===== config.mk =====
export PLATFORM = sky130hd
export DESIGN_NAME = tsau_step
export DESIGN_NICKNAME = d
export VERILOG_FILES = /design/src/sv/tsau_pkg.sv /design/src/sv/tsau_step.sv
export SDC_FILE = /design/constraint.sdc
export NUM_CORES = 1
export LEC_CHECK = 0
export ABC_CLOCK_PERIOD_IN_PS = 800
export BUFFER_PORTS_ARGS = -buffer_cell sky130_fd_sc_hd__buf_2
export CORE_AREA = 3 3 299 301
export CTS_BUF_LIST = sky130_fd_sc_hd__clkbuf_4
export DETAILED_ROUTE_END_ITERATION = 10
export DIE_AREA = 0 0 302 304
export SLEW_MARGIN = 20
export SYNTH_ARGS = -nofsm -noshare
export SYNTH_HDL_FRONTEND = slang
export SYNTH_SLANG_ARGS = --single-unit

===== constraint.sdc =====
create_clock -name clk -period 0.8 [get_ports clk]
set_input_delay 0.12 -clock clk [delete_from_list [all_inputs] [get_ports clk]]
set_output_delay 0.12 -clock clk [all_outputs]
set_load 0.05 [all_outputs]

===== src/sv/tsau_pkg.sv =====
// Shared types and codes for the tagged size arithmetic unit.
// No dependencies.
`timescale 1ns / 1ps

package tsau_pkg;

    localparam logic [3:0] OP_ADD = 4'd0;
    localparam logic [3:0] OP_SUB = 4'd1;
    localparam logic [3:0] OP_MUL = 4'd2;
    localparam logic [3:0] OP_DIV = 4'd3;
    localparam logic [3:0] OP_EQ  = 4'd4;
    localparam logic [3:0] OP_NE  = 4'd5;
    localparam logic [3:0] OP_LT  = 4'd6;
    localparam logic [3:0] OP_GT  = 4'd7;
    localparam logic [3:0] OP_LE  = 4'd8;
    localparam logic [3:0] OP_GE  = 4'd9;

    localparam logic [1:0] TAG_EXACT  = 2'd0;
    localparam logic [1:0] TAG_APPROX = 2'd1;
    localparam logic [1:0] TAG_INF    = 2'd2;

    localparam logic [1:0] ERR_NONE      = 2'd0;
    localparam logic [1:0] ERR_SUB_INF   = 2'd1;
    localparam logic [1:0] ERR_SUB_UNDER = 2'd2;
    localparam logic [1:0] ERR_DIV       = 2'd3;

    typedef struct packed {
        logic       valid;
        logic [3:0] op;
        logic [1:0] ltag;
        logic [1:0] rtag;
    } ctl_t;

endpackage


===== src/sv/tsau_step.sv =====
// One pipeline step: one shift-add step of the multiplier and one
// restoring step of the divider. Depends on tsau_pkg.
`timescale 1ns / 1ps

module tsau_step
    import tsau_pkg::*;
#(
    parameter int MAG_BITS = 63,
    parameter int STEP     = 0
)
(
    input  logic                clk,
    input  logic                rst_n,
    input  ctl_t                in_ctl,
    input  logic [MAG_BITS-1:0] in_a,
    input  logic [MAG_BITS-1:0] in_b,
    input  logic [MAG_BITS-1:0] in_sa,
    input  logic                in_aovf,
    input  logic [MAG_BITS-1:0] in_acc,
    input  logic                in_movf,
    input  logic [MAG_BITS-1:0] in_rem,
    input  logic [MAG_BITS-1:0] in_dq,
    output ctl_t                out_ctl,
    output logic [MAG_BITS-1:0] out_a,
    output logic [MAG_BITS-1:0] out_b,
    output logic [MAG_BITS-1:0] out_sa,
    output logic                out_aovf,
    output logic [MAG_BITS-1:0] out_acc,
    output logic                out_movf,
    output logic [MAG_BITS-1:0] out_rem,
    output logic [MAG_BITS-1:0] out_dq
);

    logic [MAG_BITS:0]   sum;
    logic [MAG_BITS:0]   r2;
    logic [MAG_BITS:0]   diff;
    logic                ge;
    logic [MAG_BITS-1:0] acc_next;
    logic                movf_next;
    logic [MAG_BITS-1:0] rem_next;
    logic [MAG_BITS-1:0] dq_next;
    logic                valid_reg;
    logic [3:0]          op_reg;
    logic [1:0]          ltag_reg;
    logic [1:0]          rtag_reg;

    always_comb
    begin
        sum = {1'b0, in_acc} + {1'b0, in_sa};
        if (in_b[STEP])
        begin
            acc_next  = sum[MAG_BITS-1:0];
            movf_next = in_movf | in_aovf | sum[MAG_BITS];
        end
        else
        begin
            acc_next  = in_acc;
            movf_next = in_movf;
        end
        r2       = {in_rem, in_dq[MAG_BITS-1]};
        ge       = r2 >= {1'b0, in_b};
        diff     = r2 - {1'b0, in_b};
        rem_next = ge ? diff[MAG_BITS-1:0] : r2[MAG_BITS-1:0];
        dq_next  = {in_dq[MAG_BITS-2:0], ge};
    end

    always_ff @(posedge clk or negedge rst_n)
    begin
        if (!rst_n)
        begin
            valid_reg <= 1'b0;
        end
        else
        begin
            valid_reg <= in_ctl.valid;
        end
    end

    always_ff @(posedge clk)
    begin
        op_reg   <= in_ctl.op;
        ltag_reg <= in_ctl.ltag;
        rtag_reg <= in_ctl.rtag;
        out_a    <= in_a;
        out_b    <= in_b;
        out_sa   <= {in_sa[MAG_BITS-2:0], 1'b0};
        out_aovf <= in_aovf | in_sa[MAG_BITS-1];
        out_acc  <= acc_next;
        out_movf <= movf_next;
        out_rem  <= rem_next;
        out_dq   <= dq_next;
    end

    assign out_ctl = '{valid: valid_reg, op: op_reg, ltag: ltag_reg, rtag: rtag_reg};

endmodule


Yosys cells after proc, flatten, opt, wreduce, memory -nomap -nowiden --
Index checks and enable logic that the tools add are counted.
Word-level totals: flip-flop bits (word level) 388, output and inout port bits 389, word-level logic and storage cells 21
Cells by class: add/sub/neg operators 2, $lt $le $gt $ge 1, mux-type cells 3, bitwise operators 3
Operators by type and width (count):
- 2-to-1 mux 63 bit | 2
- adder 63 x 63 -> 64 bit | 1
- greater-or-equal comparator 64 x 63 -> 1 bit | 1
- subtractor 63 bit | 1
- OR 1 bit | 3
- 2-to-1 mux 1 bit | 1

Longest topological paths before layout --
depth in word-level cells 3, mapped depth 15, mapped depth without buffers 13

Worst setup path before layout --
No wires, ideal clock.
path kind in2reg, from in in_sa[0], to reg out_acc[46], arrival time 2.852 ns, data required time 0.679 ns, setup slack -2.173 ns, cell stages on the path 13, buffers on the path 0, cell sequence ha_1 inv_1 fa_1 nand2b_1 a21o_1 a21oi_1 o2111ai_1 a21oi_1 a31oi_2 o41ai_1 a21boi_1 xnor2_1 mux2_2
On the way: cells in the longest elaborated chain, start to end 2
Ends and longest elaborated chain:
- from (decl) | RTL line tsau_step.sv:17 | input logic [MAG_BITS-1:0] in_sa,
- adder 63 x 63 -> 64 bit | RTL line tsau_step.sv:49 | sum = {1'b0, in_acc} + {1'b0, in_sa};
- 2-to-1 mux 63 bit | RTL line tsau_step.sv:50 | if (in_b[STEP])
- named net acc_next[46] | RTL line tsau_step.sv:38 | logic [MAG_BITS-1:0] acc_next;
- to (signal assigned) | RTL line tsau_step.sv:88 | out_acc <= acc_next;
- to (decl) | RTL line tsau_step.sv:28 | output logic [MAG_BITS-1:0] out_acc,
The timed path passes the listed nets, and every way through them passes these cells.

Final worst setup path --
from in in_dq[62], to reg out_rem[26]
On the way: cells in the longest elaborated chain, start to end 2, elaborated cells on any way between the ends 3, those cells by class add/sub: 1; order compare: 1; mux: 1
Ends and longest elaborated chain:
- from (decl) | RTL line tsau_step.sv:22 | input logic [MAG_BITS-1:0] in_dq,
- subtractor 63 bit or greater-or-equal comparator 64 x 63 -> 1 bit (tied branches) | RTL line tsau_step.sv:62, tsau_step.sv:61
- 2-to-1 mux 63 bit * | RTL line tsau_step.sv:63 | rem_next = ge ? diff[MAG_BITS-1:0] : r2[MAG_BITS-1:0];
- named net rem_next[26] | RTL line tsau_step.sv:40 | logic [MAG_BITS-1:0] rem_next;
- to (signal assigned) | RTL line tsau_step.sv:90 | out_rem <= rem_next;
- to (decl) | RTL line tsau_step.sv:30 | output logic [MAG_BITS-1:0] out_rem,
The timed path passes the listed nets; every way through them passes the cells marked *.

==> reports/qor.tcl <==
set qor(tritoncts) {done}
set qor(vdd_ir_drop_max_v) 0.00150
set qor(p_switching_uw) 29200
set qor(ys_types) 71
set qor(number_of_primary_i_o_pins) 780
set qor(yosys.area_share.adder) 0.0962
set qor(grt_antenna_before_repair) 36
set qor(max-slew-margin-rel) 0.457
set qor(grt_remaining_overflow) 0
set qor(grt_first_pass_wirelength_mm) 155
set qor(area_fraction_in_and_or_nand_and_nor_cells_after_synthesis) 0.108
set qor(routedWlPerCell_um) 22.8
set qor(switching_share) 0.385
set qor(post_drt_via_cell_ratio) 4.55
set qor(worst-path-max-fanout) 5
set qor(std_cell_rows) 108
set qor(async_flop_share) 0.00258
set qor(final-seq-area_sq_mm) 0.00833
set qor(critPathArrivalTime_ps) 2940
set qor(grt_pass1_vias) 24100
set qor(timing.critical_path.mode_cell) {sky130_fd_sc_hd__a21oi_4}
set qor(p_leak_uw) 0.0185
set qor(worst_setup_hold_path_clk_slew_ps) 80
set qor(holdWs_ps) -737
set qor(finalWorstSetupSlack_ps) -1380
set qor(met3_wirelength_mm) 11.5
set qor(p_int_uw) 46500
set qor(layout.cells.most_common) {sky130_fd_sc_hd__buf_4}
set qor(detailed_place.area_sq_mm) 0.0278
set qor(placeableCoreArea_sq_mm) 0.0869
set qor(hpwl_after_dpl_mm) 72.6
set qor(syn-mean-instance-area_sq_um) 9.52
set qor(drive_gt1_frac) 0.617
set qor(synth-main-ff-cell) {sky130_fd_sc_hd__dfxtp_1}
set qor(die_area_sq_mm) 0.0918
set qor(xor_xnor_share_of_the_synthesized_area) 0.0605
set qor(tritoncts.num_buffers) 108
set qor(final-max-slew-violation-count) 0
set qor(critical_path.slowest_cell) {sky130_fd_sc_hd__or4_4}
set qor(ordered_list_of_cells_on_the_worst_path) {buf_12 -> inv_12 -> ha_4 -> fa_2 -> nand2b_4 -> a21oi_4 -> o21ai_4 -> buf_6 -> a21oi_4 -> o31ai_4 -> nand2_1 -> or4_4 -> a21oi_4 -> buf_12 -> buf_16 -> mux2_4}
set qor(setup_viol_count_final) 516
set qor(highest-signal-layer) {met5}
set qor(powerDensity_mw_per_mm2) 1870
set qor(vias) 22600
set qor(preCtsSetupSlack_ps) -2380
set qor(netlist_area_sq_mm) 0.0168
set qor(cp_bufs_invs) 5
set qor(met2RoutedLength_mm) 55.2
set qor(synth-compound-area-share) 0.187
set qor(clkSinkCount) 388
set qor(critical-path-top-delay-family) {compound AO/OA/AOI/OAI gates}
set qor(synth_enable_flop_cells) 0
set qor(wirelength_met1_mm) 37.0
set qor(drt_iter0_drc) 1184
set qor(synthToLayoutAreaGrowth_pct) 141
set qor(initial_core_utilization) 0.193
set qor(yosysWarnings) 0
set qor(multi_input_comb_area_sq_mm) 0.0107
set qor(synth_top_family_by_area) {compound AO/OA/AOI/OAI gates}
set qor(finalHoldViolations) 139
set qor(setup_tns_ps) -428270
set qor(most_frequent_cells_in_the_layout) {sky130_fd_sc_hd__buf_4 (557), sky130_fd_sc_hd__dlygate4sd3_1 (505), sky130_fd_sc_hd__buf_2 (364)}
set qor(postSynthRegisterBits) 388
set qor(grt_setup_unrepaired) {true}
set qor(clkPwrFrac) 0.258
set qor(status) {finished, violations left}
set qor(dr.pass1.iters) 6
set qor(critical-path-max-stage-delay_ps) 460
set qor(cts.htree.levels) 3
set qor(failed_checks) {negative hold slack, negative setup slack}
set qor(port-buffer-count) 778
set qor(worst-setup-path-type) {in -> reg}
set qor(ctsLongestPathBuffers) 3
set qor(routabilityCongestion) 0.925
set qor(path_type_of_the_worst_min_delay_path) {in -> reg}
set qor(comb_power_share) 0.434
set qor(post_synth_mux_area_share) 0.0436
set qor(synth_fp_nets) 2285
set qor(power.share.sequential) 0.308
set qor(period_minus_slack_ps) 2180
set qor(vertical_die_dimension_um) 304
set qor(final_nets) 4217
set qor(drtAntennaViolNets) 0
set qor(critical_path_source_type) {input port}
set qor(cts_root_buf) {sky130_fd_sc_hd__clkbuf_4}
set qor(die_w_um) 302
set qor(worst_ep_required_time_ps) 1560
set qor(post_synth_inst_count) 1766
set qor(gr-usage-all-layers) 0.228
set qor(nFillCells) 7469
set qor(fin_crit_sh) 2.72
set qor(fmax_mhz) 459
set qor(drc) 0
set qor(maximum_number_of_pins_on_one_net_before_global_route_repair) 60
set qor(tightest_slew_ps) 812
set qor(max_cap_viol_count) 0
set qor(synth_sequential_area_ratio) 0.463
set qor(postRouteWirelength_mm) 113
set qor(crit_path_end_kind) {flop}
set qor(postLayoutCellArea_sq_mm) 0.0405
power groups by stage:
stage	clock, uW	sequential [uW]	combinational [uW]
floorplan	0	29000	7080
global placement	0	22600	24100
detailed placement	0	22600	24100
CTS	19300	23200	30300
global route	20900	23400	34200
finish	19500	23300	32800
repair_timing:
item / 4_1_cts / 5_1_grt
hold buffers: 466 / 46
endpoints found under the hold margin: 389 / 170
setup endpoints to repair: 513 / 512
pin swaps: 77 / 92
cloned: 7 / 4
setup buffers: 40 / 36
resized for setup: 1478 / 290
cell usage after synthesis, drive strengths merged (3+ instances only):
cell | number | area share
dfxtp | 387 | 0.46
a21oi | 167 | 0.051
nand2 | 160 | 0.036
o21ai | 146 | 0.044
ha | 126 | 0.094
inv | 103 | 0.023
xnor2 | 77 | 0.040
nor2 | 76 | 0.017
mux2 | 62 | 0.042
a21o | 59 | 0.026
clkbuf | 53 | 0.012
nand4 | 41 | 0.015
xor2 | 39 | 0.020
o21bai | 27 | 0.012
nor3 | 22 | 0.0066
a31oi | 19 | 0.0074
o31ai | 18 | 0.0095
buf | 17 | 0.0072
nand2b | 17 | 0.0063
o21a | 16 | 0.0071
nand3 | 15 | 0.0045
a211oi | 12 | 0.0063
nor2b | 10 | 0.0037
nor4 | 10 | 0.0037
a21boi | 8 | 0.0038
o211ai | 7 | 0.0031
and3 | 6 | 0.0022
a221oi | 5 | 0.0030
and2 | 5 | 0.0019
and4 | 5 | 0.0026
o2111ai | 5 | 0.0026
or4 | 5 | 0.0022
a221o | 4 | 0.0024
o41ai | 4 | 0.0021
mux2i | 3 | 0.0018
or2 | 3 | 0.0011
or3 | 3 | 0.0011
through the flow:
| step | utilization | total power, uW | hold WS, ps | std cells |
|---|---|---|---|---|
| after global placement | 0.320 | 46700 | -94.3 | 4171 |
| after CTS | 0.446 | 72700 | -861 | 4876 |
| after global routing | 0.466 | 78500 | -815 | 4954 |
| after floorplan | - | 36100 | -176 | 1766 |
| final | 0.466 | 75600 | -737 | 4965 |
| after detailed placement | 0.320 | 46700 | -94.5 | 4171 |
final cells by class:
class | instances | area share
antenna | 27 | 0.00167
clock buffer | 143 | 0.0265
clock inverter | 52 | 0.00763
inverter | 103 | 0.0102
multi-input combinational | 1205 | 0.264
sequential | 388 | 0.206
tap | 1155 | 0.0357
timing repair buffer | 1892 | 0.449
path summary, 6_finish.rpt:
path	to	slack, ps	cells after the start	start
max in group asynchronous	valid_reg$_DFF_PN0_	440	3	rst_n
min in group asynchronous	valid_reg$_DFF_PN0_	230	3	rst_n
worst min-delay path	out_sa[35]$_DFF_P_	-740	1	in_sa[34]
worst max-delay path	out_rem[26]$_DFF_P_	-1380	16	in_dq[62]
per-layer routing:
metal  up-vias  track usage
li1      10200            -
met1     10600        0.219
met2      1273        0.402
met3       504       0.0915
met4        16        0.149
met5         -            0
kinds of logic after synthesis:
| group | Yosys count |
|---|---|
| compound gates | 510 |
| flops | 388 |
| simple gates | 385 |
| buf+inv | 173 |
| fa+ha+maj | 128 |
| xor+xnor | 116 |
| mux | 65 |
| other cells | 1 |
(Power assumes the default switching activity.)
